**config.mk**
```make
export PLATFORM = sky130hd
export DESIGN_NAME = pixel_cell_to_ansi_text_encoder
export DESIGN_NICKNAME = d
export VERILOG_FILES = /design/src/design/pxansi_pkg.sv /design/src/design/pxansi_front.sv /design/src/design/pxansi_queue.sv /design/src/design/pxansi_back.sv /design/src/design/pixel_cell_to_ansi_text_encoder.sv
export SDC_FILE = /design/constraint.sdc
export NUM_CORES = 1
export LEC_CHECK = 0
export BUFFER_PORTS_ARGS = -buffer_cell sky130_fd_sc_hd__buf_2
export CORE_AREA = 3 3 180 182
export DETAILED_ROUTE_END_ITERATION = 8
export DIE_AREA = 0 0 183 185
export HOLD_SLACK_MARGIN = 0.06
export SLEW_MARGIN = 0
export SYNTH_ARGS = -nofsm -noshare
export SYNTH_HDL_FRONTEND = slang
export SYNTH_SLANG_ARGS = --single-unit
```
**constraint.sdc**
```tcl
create_clock -name clock -period 16.5 [get_ports clock]
set_input_delay 4.95 -clock clock [delete_from_list [all_inputs] [get_ports clock]]
set_output_delay 4.95 -clock clock [all_outputs]
set_load 0.01 [all_outputs]
```
**src/design/pxansi_pkg.sv**
```systemverilog
`timescale 1ns / 1ps

package pxansi_pkg;

   localparam int unsigned QueueDepthDefault = 4;

   localparam logic [4:0] PosPrefixFirst = 5'd0;
   localparam logic [4:0] PosPrefixLast  = 5'd6;
   localparam logic [4:0] PosRed         = 5'd7;
   localparam logic [4:0] PosSemiGreen   = 5'd10;
   localparam logic [4:0] PosGreen       = 5'd11;
   localparam logic [4:0] PosSemiBlue    = 5'd14;
   localparam logic [4:0] PosBlue        = 5'd15;
   localparam logic [4:0] PosFinalM      = 5'd18;
   localparam logic [4:0] PosGlyph       = 5'd19;

   localparam logic [7:0] CharEsc   = 8'h1b;
   localparam logic [7:0] CharSpace = 8'h20;
   localparam logic [7:0] CharSemi  = 8'h3b;
   localparam logic [7:0] CharM     = 8'h6d;
   localparam logic [7:0] CharZero  = 8'h30;

   typedef struct packed {
      logic        esc;
      logic [11:0] red_bcd;
      logic [11:0] green_bcd;
      logic [11:0] blue_bcd;
      logic [1:0]  red_skip;
      logic [1:0]  green_skip;
      logic [1:0]  blue_skip;
      logic [7:0]  glyph;
   } cmd_type;

   function automatic logic [7:0] prefix_byte(input logic [2:0] idx);
      logic [7:0] b;
      unique case (idx)
         3'd0: b = CharEsc;
         3'd1: b = 8'h5b;
         3'd2: b = 8'h33;
         3'd3: b = 8'h38;
         3'd4: b = CharSemi;
         3'd5: b = 8'h32;
         3'd6: b = CharSemi;
         default: b = CharSemi;
      endcase
      return b;
   endfunction

   function automatic logic [7:0] ramp_char(input logic [4:0] idx);
      logic [7:0] c;
      unique case (idx)
         5'd0:  c = 8'h20; // ' '
         5'd1:  c = 8'h2d; // '-'
         5'd2:  c = 8'h3a; // ':'
         5'd3:  c = 8'h3d; // '='
         5'd4:  c = 8'h2b; // '+'
         5'd5:  c = 8'h3c; // '<'
         5'd6:  c = 8'h29; // ')'
         5'd7:  c = 8'h25; // '%'
         5'd8:  c = 8'h7d; // '}'
         5'd9:  c = 8'h49; // 'I'
         5'd10: c = 8'h63; // 'c'
         5'd11: c = 8'h73; // 's'
         5'd12: c = 8'h37; // '7'
         5'd13: c = 8'h66; // 'f'
         5'd14: c = 8'h6e; // 'n'
         5'd15: c = 8'h43; // 'C'
         5'd16: c = 8'h6f; // 'o'
         5'd17: c = 8'h33; // '3'
         5'd18: c = 8'h77; // 'w'
         5'd19: c = 8'h6d; // 'm'
         5'd20: c = 8'h53; // 'S'
         5'd21: c = 8'h64; // 'd'
         5'd22: c = 8'h36; // '6'
         5'd23: c = 8'h56; // 'V'
         5'd24: c = 8'h41; // 'A'
         5'd25: c = 8'h58; // 'X'
         5'd26: c = 8'h55; // 'U'
         5'd27: c = 8'h4b; // 'K'
         5'd28: c = 8'h38; // '8'
         5'd29: c = 8'h52; // 'R'
         5'd30: c = 8'h40; // '@'
         5'd31: c = 8'h51; // 'Q'
         default: c = CharSpace;
      endcase
      return c;
   endfunction

   // shift-add-3 conversion, eight narrow steps
   function automatic logic [11:0] to_bcd(input logic [7:0] v);
      logic [19:0] acc;
      acc = {12'd0, v};
      for (int i = 0; i < 8; i++) begin
         if (acc[11:8] >= 4'd5) begin
            acc[11:8] = acc[11:8] + 4'd3;
         end
         if (acc[15:12] >= 4'd5) begin
            acc[15:12] = acc[15:12] + 4'd3;
         end
         if (acc[19:16] >= 4'd5) begin
            acc[19:16] = acc[19:16] + 4'd3;
         end
         acc = acc << 1;
      end
      return acc[19:8];
   endfunction

   function automatic logic [1:0] digit_skip(input logic [7:0] v);
      logic [1:0] s;
      if (v >= 8'd100) begin
         s = 2'd0;
      end else if (v >= 8'd10) begin
         s = 2'd1;
      end else begin
         s = 2'd2;
      end
      return s;
   endfunction

endpackage

```
**src/design/pxansi_front.sv**
```systemverilog
`timescale 1ns / 1ps

module pxansi_front
   import pxansi_pkg::*;
(
   input  logic       clock,
   input  logic       reset,
   input  logic       accept,
   input  logic       frame_start,
   input  logic [7:0] red,
   input  logic [7:0] green,
   input  logic [7:0] blue,
   input  logic [7:0] lum_a,
   input  logic [7:0] lum_b,
   input  logic [7:0] lum_c,
   input  logic [7:0] lum_d,
   input  logic [7:0] lum_e,
   input  logic [7:0] lum_f,
   input  logic [7:0] lum_g,
   input  logic [7:0] lum_h,
   output cmd_type    cmd
);

   logic [23:0] prev_colour_ff, prev_colour_in;
   logic        prev_valid_ff, prev_valid_in;
   logic [23:0] colour;
   logic [10:0] lum_sum;
   logic        black;
   logic        valid_eff;
   logic        esc;

   always_comb begin
      colour    = {red, green, blue};
      black     = (colour == 24'd0);
      valid_eff = prev_valid_ff & ~frame_start;
      esc       = ~black & (~valid_eff | (prev_colour_ff != colour));
      lum_sum   = {3'd0, lum_a} + {3'd0, lum_b} + {3'd0, lum_c} + {3'd0, lum_d}
                + {3'd0, lum_e} + {3'd0, lum_f} + {3'd0, lum_g} + {3'd0, lum_h};

      cmd.esc        = esc;
      cmd.red_bcd    = to_bcd(red);
      cmd.green_bcd  = to_bcd(green);
      cmd.blue_bcd   = to_bcd(blue);
      cmd.red_skip   = digit_skip(red);
      cmd.green_skip = digit_skip(green);
      cmd.blue_skip  = digit_skip(blue);
      cmd.glyph      = black ? CharSpace : ramp_char(lum_sum[10:6]);

      prev_colour_in = prev_colour_ff;
      prev_valid_in  = prev_valid_ff;
      if (accept) begin
         if (esc) begin
            prev_colour_in = colour;
            prev_valid_in  = 1'b1;
         end else begin
            prev_valid_in  = valid_eff;
         end
      end
   end

   always_ff @(posedge clock) begin
      if (reset) begin
         prev_colour_ff <= 24'd0;
         prev_valid_ff  <= 1'b0;
      end else begin
         prev_colour_ff <= prev_colour_in;
         prev_valid_ff  <= prev_valid_in;
      end
   end

endmodule

```
**src/design/pxansi_queue.sv**
```systemverilog
`timescale 1ns / 1ps

module pxansi_queue
   import pxansi_pkg::*;
#(
   parameter int unsigned Depth = QueueDepthDefault
)
(
   input  logic    clock,
   input  logic    reset,
   input  logic    push,
   input  cmd_type push_cmd,
   input  logic    pop,
   output logic    full,
   output logic    empty,
   output cmd_type head
);

   localparam int unsigned PtrWidth = (Depth > 1) ? $clog2(Depth) : 1;
   localparam int unsigned CntWidth = $clog2(Depth + 1);
   localparam logic [PtrWidth-1:0] PtrLast = PtrWidth'(Depth - 1);
   localparam logic [CntWidth-1:0] CntFull = CntWidth'(Depth);

   cmd_type               mem [Depth];
   logic [PtrWidth-1:0]   wr_ptr_ff, wr_ptr_in;
   logic [PtrWidth-1:0]   rd_ptr_ff, rd_ptr_in;
   logic [CntWidth-1:0]   count_ff, count_in;
   logic                  do_push, do_pop;

   always_comb begin
      full    = (count_ff == CntFull);
      empty   = (count_ff == '0);
      head    = mem[rd_ptr_ff];
      do_push = push & ~full;
      do_pop  = pop & ~empty;

      wr_ptr_in = wr_ptr_ff;
      rd_ptr_in = rd_ptr_ff;
      count_in  = count_ff;
      if (do_push) begin
         wr_ptr_in = (wr_ptr_ff == PtrLast) ? '0 : wr_ptr_ff + 1'b1;
      end
      if (do_pop) begin
         rd_ptr_in = (rd_ptr_ff == PtrLast) ? '0 : rd_ptr_ff + 1'b1;
      end
      if (do_push & ~do_pop) begin
         count_in = count_ff + 1'b1;
      end else if (do_pop & ~do_push) begin
         count_in = count_ff - 1'b1;
      end
   end

   always_ff @(posedge clock) begin
      if (do_push) begin
         mem[wr_ptr_ff] <= push_cmd;
      end
   end

   always_ff @(posedge clock) begin
      if (reset) begin
         wr_ptr_ff <= '0;
         rd_ptr_ff <= '0;
         count_ff  <= '0;
      end else begin
         wr_ptr_ff <= wr_ptr_in;
         rd_ptr_ff <= rd_ptr_in;
         count_ff  <= count_in;
      end
   end

endmodule

```
**src/design/pxansi_back.sv**
```systemverilog
`timescale 1ns / 1ps

module pxansi_back
   import pxansi_pkg::*;
(
   input  logic       clock,
   input  logic       reset,
   input  logic       cmd_empty,
   input  cmd_type    cmd,
   output logic       cmd_pop,
   output logic       out_empty,
   input  logic       out_pop,
   output logic [7:0] out_byte,
   output logic       out_last
);

   logic [4:0] pos_ff, pos_in;
   logic       first_ff, first_in;
   logic       out_valid_ff, out_valid_in;
   logic [7:0] out_byte_ff, out_byte_in;
   logic       out_last_ff, out_last_in;
   logic [4:0] pos;
   logic [4:0] pos_next;
   logic [4:0] rel;
   logic [7:0] byte_sel;
   logic       slot_free;
   logic       emit;

   function automatic logic [7:0] digit_char(input logic [11:0] bcd, input logic [4:0] idx);
      logic [3:0] d;
      unique case (idx[1:0])
         2'd0:    d = bcd[11:8];
         2'd1:    d = bcd[7:4];
         default: d = bcd[3:0];
      endcase
      return CharZero + {4'd0, d};
   endfunction

   always_comb begin
      pos = first_ff ? (cmd.esc ? PosPrefixFirst : PosGlyph) : pos_ff;

      priority if (pos == PosPrefixLast) begin
         pos_next = PosRed + {3'd0, cmd.red_skip};
      end else if (pos == PosSemiGreen) begin
         pos_next = PosGreen + {3'd0, cmd.green_skip};
      end else if (pos == PosSemiBlue) begin
         pos_next = PosBlue + {3'd0, cmd.blue_skip};
      end else begin
         pos_next = pos + 5'd1;
      end

      rel = 5'd0;
      priority if (pos <= PosPrefixLast) begin
         byte_sel = prefix_byte(pos[2:0]);
      end else if (pos < PosSemiGreen) begin
         rel      = pos - PosRed;
         byte_sel = digit_char(cmd.red_bcd, rel);
      end else if (pos == PosSemiGreen) begin
         byte_sel = CharSemi;
      end else if (pos < PosSemiBlue) begin
         rel      = pos - PosGreen;
         byte_sel = digit_char(cmd.green_bcd, rel);
      end else if (pos == PosSemiBlue) begin
         byte_sel = CharSemi;
      end else if (pos < PosFinalM) begin
         rel      = pos - PosBlue;
         byte_sel = digit_char(cmd.blue_bcd, rel);
      end else if (pos == PosFinalM) begin
         byte_sel = CharM;
      end else begin
         byte_sel = cmd.glyph;
      end

      slot_free = ~out_valid_ff | out_pop;
      emit      = slot_free & ~cmd_empty;
      cmd_pop   = emit & (pos == PosGlyph);

      pos_in       = pos_ff;
      first_in     = first_ff;
      out_valid_in = out_valid_ff & ~out_pop;
      out_byte_in  = out_byte_ff;
      out_last_in  = out_last_ff;
      if (emit) begin
         out_valid_in = 1'b1;
         out_byte_in  = byte_sel;
         out_last_in  = (pos == PosGlyph);
         if (pos == PosGlyph) begin
            first_in = 1'b1;
         end else begin
            first_in = 1'b0;
            pos_in   = pos_next;
         end
      end

      out_empty = ~out_valid_ff;
      out_byte  = out_byte_ff;
      out_last  = out_last_ff;
   end

   always_ff @(posedge clock) begin
      out_byte_ff <= out_byte_in;
      out_last_ff <= out_last_in;
      pos_ff      <= pos_in;
   end

   always_ff @(posedge clock) begin
      if (reset) begin
         first_ff     <= 1'b1;
         out_valid_ff <= 1'b0;
      end else begin
         first_ff     <= first_in;
         out_valid_ff <= out_valid_in;
      end
   end

endmodule

```
**src/design/pixel_cell_to_ansi_text_encoder.sv**
```systemverilog
`timescale 1ns / 1ps
// Channel   Direction  Handshake       Payload
// req_      in         push / full     frame_start, red, green, blue, lum_a .. lum_h
// rsp_      out        pop / empty     text_byte, last_byte
//
// One text byte leaves per cycle from the output register while rsp_pop is high
// and a cell is queued; a cell gives 1 byte (space or repeated colour) up to 20
// bytes (escape sequence plus glyph). A cell enters the command queue in the
// cycle it is accepted. Reset is synchronous, active high, and empties the queue
// and output register and forgets the last colour. full rises only when the
// command queue holds QueueDepth cells; rsp_pop low holds the output byte.

module pixel_cell_to_ansi_text_encoder
   import pxansi_pkg::*;
#(
   parameter int unsigned QueueDepth = QueueDepthDefault
)
(
   input  logic       clock,
   input  logic       reset,
   input  logic       req_push,
   output logic       req_full,
   input  logic       req_frame_start,
   input  logic [7:0] req_red,
   input  logic [7:0] req_green,
   input  logic [7:0] req_blue,
   input  logic [7:0] req_lum_a,
   input  logic [7:0] req_lum_b,
   input  logic [7:0] req_lum_c,
   input  logic [7:0] req_lum_d,
   input  logic [7:0] req_lum_e,
   input  logic [7:0] req_lum_f,
   input  logic [7:0] req_lum_g,
   input  logic [7:0] req_lum_h,
   output logic       rsp_empty,
   input  logic       rsp_pop,
   output logic [7:0] rsp_text_byte,
   output logic       rsp_last_byte
);

   cmd_type front_cmd;
   cmd_type head_cmd;
   logic    accept;
   logic    queue_full;
   logic    queue_empty;
   logic    queue_pop;

   assign accept   = req_push & ~queue_full;
   assign req_full = queue_full;

   pxansi_front u_front (
      .clock       (clock),
      .reset       (reset),
      .accept      (accept),
      .frame_start (req_frame_start),
      .red         (req_red),
      .green       (req_green),
      .blue        (req_blue),
      .lum_a       (req_lum_a),
      .lum_b       (req_lum_b),
      .lum_c       (req_lum_c),
      .lum_d       (req_lum_d),
      .lum_e       (req_lum_e),
      .lum_f       (req_lum_f),
      .lum_g       (req_lum_g),
      .lum_h       (req_lum_h),
      .cmd         (front_cmd)
   );

   pxansi_queue #(
      .Depth (QueueDepth)
   ) u_queue (
      .clock    (clock),
      .reset    (reset),
      .push     (accept),
      .push_cmd (front_cmd),
      .pop      (queue_pop),
      .full     (queue_full),
      .empty    (queue_empty),
      .head     (head_cmd)
   );

   pxansi_back u_back (
      .clock     (clock),
      .reset     (reset),
      .cmd_empty (queue_empty),
      .cmd       (head_cmd),
      .cmd_pop   (queue_pop),
      .out_empty (rsp_empty),
      .out_pop   (rsp_pop),
      .out_byte  (rsp_text_byte),
      .out_last  (rsp_last_byte)
   );

endmodule
```
### Word level (Yosys, flattened, before mapping)

Memories as Yosys holds them, arrays and structs flattened. A register that Yosys moved wholly into a read port is not among the register bits.
Cells that the tools add are included.

* output and inout bits: 11
* memory bits (writable): 204
* logic and storage cells: 298
* input bits: 93
* register bits after elaboration: 48
* bits in read-only memories: 224
* memories: 2

* magnitude comparators: 64
* bitwise logic cells: 22
* reductions and logical operators: 9
* eq/ne operators: 16
* add/subtract/negate cells: 75
* muxes and demuxes: 100

Memory list
* (no name shown): words 32, bits a word 7, rd ports 1, clocked after Yosys merged registers in 0, wr ports 0, line pxansi_pkg.sv:51 `unique case (idx)`
* u_queue.mem: words 4, bits a word 51, rd ports 1, clocked after Yosys merged registers in 1, wr ports 1, line pxansi_queue.sv:24 `cmd_type mem [Depth];`

Operators with widths (number)
* 4-bit two-way mux: 48
* 4-bit by 3-bit >= comparator with 1-bit output, second input constant: 45
* 4-bit by 2-bit adder with 4-bit output, second input constant: 33
* 11-bit by 8-bit adder with 11-bit output: 6
* 8-bit two-way mux: 8
* 3-bit two-way mux: 20
* 3-bit by 2-bit adder with 3-bit output, second input constant: 12
* 7-bit one-hot mux with 5 select lines: 1
* 5-bit two-way mux: 5
* 8-bit by 4-bit >= comparator with 1-bit output, second input constant: 3
* 8-bit by 7-bit >= comparator with 1-bit output, second input constant: 3
* 24-bit zero test: 1
* 24-bit != test: 1
* 4-bit one-hot mux with 2 select lines: 3
* 6-bit by 4-bit adder with 7-bit output, first input constant: 3
* 2-bit two-way mux: 10
* 1-bit by 2-bit adder with 3-bit output, second input constant: 6
* 1-bit by 3-bit >= comparator with 1-bit output, second input constant: 6
* 4-bit by 2-bit adder with 5-bit output, first input constant: 2
* 1-bit bitwise AND: 10
* 5-bit by 4-bit == test with 1-bit output, second input constant: 2
* 5-bit == test, second input constant: 2
* 5-bit by 4-bit < comparator with 1-bit output, second input constant: 2
* 1-bit inverter: 10
* 23 further kinds: 44

### Logic depth before layout (Yosys ltp)

* depth after elaboration: 18
* depth in mapped cells: 25
* gate-level depth less buffers: 25

### Hierarchy

A second synthesis with hierarchy kept.

* cells, all modules: 1266
* area total of the unflattened synthesis: 15157.0 um^2

Modules (own cells, without submodules)
* pxansi_queue: area an instance 7838.8 um^2, seq. area each 6306.0 um^2, cells each 317, instances 1
* pxansi_front: area an instance 5844.4 um^2, seq. area each 500.5 um^2, cells each 777, instances 1
* pxansi_back: area an instance 1460.2 um^2, seq. area each 460.4 um^2, cells each 171, instances 1
* pixel_cell_to_ansi_text_encoder: area an instance 13.8 um^2, seq. area each 0.0 um^2, cells each 1, instances 1

### Least setup slack after synthesis

No wires, ideal clock.

* path type: input port to flip-flop
* start: input req_lum_a[0]
* end: memory u_queue.mem[0][3] (netlist bit) (data pin)
* stages: 24
* arrival time: 10.537 ns
* library setup time: 0.179 ns
* data required time: 16.321 ns
* slack: 5.784 ns
* buffers on the path: 0
* path through: ha_1 > inv_1 > fa_1 > inv_1 > a21oi_1 > o21ai_0 > a21oi_1 > o21bai_1 > xnor2_1 > fa_1 > fa_1 > inv_1 > fa_1 > fa_1 > ha_1 > nand2_1 > a211oi_1 > nor3_1 > nor2_1 > inv_1 > ha_1 > mux4_2 > a21o_1 > a21oi_1

RTL lines
* start, declared: line pixel_cell_to_ansi_text_encoder.sv:27 `input logic [7:0] req_lum_a,`
* end, declared: line pxansi_queue.sv:24

==> results.toml <==
[sta]
hold_viol = 0
tns_ns = 0
setup_viol = 0
period_minus_slack_ns = 10.87
tightestPinTransition_ns = 0.815
min_period_over_period_pct = 65.9
fin_hold_ws_ns = 0.472
fin_skew_ns = 0.0121
slew_headroom_pct = 45.6
slew_viol_final = 0
fmax_mhz = 92.0
rsz0062_at_grt = "false"

[route]
antenna_left = 0
drt_iter0_drc = 545
post_drt_via_cell_ratio = 5.41
drc = 0
dr_total_vias = 8904
dr.pass1.iters = 5
wl_per_cell_um = 17.1
routed_wl_um = 28100

[min_path]
whs_path_depth = 2
hold-path-endpoint = "u_back.out_valid_ff$_SDFF_PP0_"
worstHoldStart = "u_back.out_valid_ff$_SDFF_PP0_"
hp-class = "flip-flop to flip-flop"

[critical_path]
cp.arrival_ns = 11.14
cpPeakStageDelay_ns = 0.55
r2r_cells = 10
crit_path_frequent_cell = "fa_1"
cpLargestDelayFamily = "adder cells"
rr_endpoint = "u_back.out_byte[2]$_SDFFCE_PP0P_"
crit_type = "input pin to flip-flop"
required_ns = 16.77
r2r_slack_ns = 12.59
cp-end-kind = "flip-flop"
critPathMaxFanout = 8
cp-start-kind = "input pin"
slowest_stage = "fa_1"
worst-path-buf-inv = 5

[clock_network]
clk_latency_ns = 0.51
ctsHtreeMaxLevel = 1
root_buffer = "clkbuf_16"
clk_path_buf_depth = 3
clk_pin_slew_ns = 0.05
cts_buffers = 25
postCtsSetupBuffers = 0
clock_sinks = 225
cts_tree = "built"
cts-hold-fix-buffers = 0
ctsResizeCount = 0

[logic_synthesis]
synth_area_per_cell_um2 = 12.1
muxShareOfSynthArea_pct = 12.1
synth_top_family_by_area = "adder cells"
yosysSeqAreaShare_pct = 46.0
synth_edf_count = 189
synth-seq-cells = 225
ys.flop_type = "edfxtp_1"
syn_area_mm2 = 0.0139
synthSimpleGateAreaFrac_pct = 8.53
synth-adder-area-share_pct = 13.9
synth_xor_area_share_pct = 3.65
async_flop_share_pct = 0
netlist_instances = 1146
yosysWarnings = 0
synth_nets = 1370
synth_compound_area_share_pct = 10.9
synth.distinct_cells = 82

[run_status]
status = "complete, no violations"

[power_and_ir_drop]
powerDensity_mw_per_mm2 = 205
p_total_mw = 3.20
leakage_nw = 6.24
peakVddDrop_v = 0.000198

[global_routing]
grt_antenna_before_repair = 0
grt_pass1_wl_um = 46300
grt_pass1_vias = 8884
grt_usage_pct = 16.9
grt_max_degree = 45
overflow = 0

[floorplanning]
num_rows = 64
fp.dieW_um = 183
start_util_pct = 45.2
core_area_mm2 = 0.0307
ioPinCount = 104
dieArea_mm2 = 0.0339
die_height_um = 185

[finish]
postLayoutCellArea_mm2 = 0.0156
final_cell_mix = "189 x edfxtp_1, 118 x inv_1, 102 x buf_2"
layout.cells.non_filler = 1646
syn2layout_area_growth_pct = 12.4
mostFrequentLayoutCell = "edfxtp_1"
antenna_cells = 0
layout-drive-gt1-share_pct = 18.3
nets = 1456

[flow_run]
drv_cap = 0

[place]
dp_cells = 1601
gp_congestion = 0.817
io_buffers = 102
place_area_mm2 = 0.0147
dp_hpwl_um = 19900
[layer usage]
metal	routed length, um	part of all wire (%)	GRT usage (%)	up-vias
li1	-	-	-	4346
met1	13300	47	24.3	4324
met2	13100	47	28.2	203
met3	1400	5.0	2.14	31
met4	348	1.2	3.17	0
met5	0	0	0	-
[worst reg2reg max path, delay by kind of cell (launching register included)]
kind	cells	cell delay, ns
muxes	1	0.50
buffers and inverters	1	0.53
and+or+nand+nor	2	0.72
DFF	1	0.31
AOI/OAI and AO/OA	5	1.15
adders and majority gates	1	0.56
[registers in the layout, summed over array words and instances, names as in the netlist, named ones only]
name                    count
u_queue.mem               176
u_front.prev_colour_ff     24
u_back.out_byte             7
u_back.pos_ff               5
u_queue.count_ff            3
u_queue.rd_ptr_ff           2
u_queue.wr_ptr_ff           2
u_back.first_ff             1
u_back.out_last             1
u_back.out_valid_ff         1
u_front.prev_valid_ff       1
[power breakdown]
group | switching (mW) | internal, mW
clock network | 0.215 | 0.364
registers | 0.0365 | 0.912
logic | 0.999 | 0.676
[cells in the mapped netlist (all sizes together) (8+ instances only)]
| library cell | number | share of area (%) |
|---|---|---|
| inv | 122 | 3.3 |
| and3 | 8 | 0.36 |
| dfxtp | 36 | 5.2 |
| clkbuf | 32 | 0.86 |
| xor2 | 11 | 0.69 |
| and2 | 9 | 0.40 |
| a21o | 16 | 0.86 |
| nor2b | 16 | 0.72 |
| buf | 19 | 0.78 |
| a31oi | 8 | 0.36 |
| xnor2 | 46 | 3.0 |
| mux4 | 46 | 7.5 |
| mux2i | 53 | 4.1 |
| a21boi | 9 | 0.49 |
| nand2 | 39 | 1.1 |
| fa | 39 | 5.6 |
| nor3 | 17 | 0.61 |
| nand3 | 10 | 0.36 |
| edfxtp | 189 | 41 |
| ha | 92 | 8.3 |
| o211ai | 9 | 0.49 |
| o21bai | 8 | 0.43 |
| a22oi | 11 | 0.59 |
| a21oi | 56 | 2.0 |
| nor2 | 84 | 2.3 |
| nand2b | 17 | 0.76 |
| o21a | 8 | 0.43 |
| o21ai | 35 | 1.3 |
[kinds of logic after synthesis]
kind of cell | Yosys count
buffers and inverters | 173
other | 1
flip-flops | 225
AO/OA/AOI/OAI | 215
AND/OR/NAND/NOR | 238
multiplexers | 106
adder cells (fa/ha/maj) | 131
XOR/XNOR | 57
[stage by stage]
step                worst slack (ns)  utilization, %
finish                          5.63            50.8
CTS                             5.62            50.8
detailed placement              5.11            48.0
global route                    4.95            50.8
floorplan                       5.78               -
global placement                5.18            48.0
[area by class of cell]
type,count,area [um2]
Timing Repair Buffer,110,571
Clock buffer,33,707
Sequential cell,225,6400
Tap cell,396,495
Multi-Input combinational cell,748,6820
Fill cell,2735,15100
Inverter,122,458
Clock inverter,12,169
[worst max-delay path by stage]
stage | from | to | slack, ns | depth (start not counted)
global route | req_lum_a[0] | u_queue.mem[3][6]$_DFFE_PP_ | 4.95 | 26
CTS | req_lum_a[0] | u_queue.mem[1][6]$_DFFE_PP_ | 5.62 | 26
detailed placement | req_lum_a[0] | u_queue.mem[1][6]$_DFFE_PP_ | 5.11 | 26
finish | req_lum_a[0] | u_queue.mem[1][6]$_DFFE_PP_ | 5.63 | 26
floorplan | req_lum_a[0] | u_queue.mem[0][3]$_DFFE_PP_ | 5.78 | 24
global placement | req_lum_a[0] | u_queue.mem[1][3]$_DFFE_PP_ | 5.18 | 25
(Power assumes the default switching activity.)
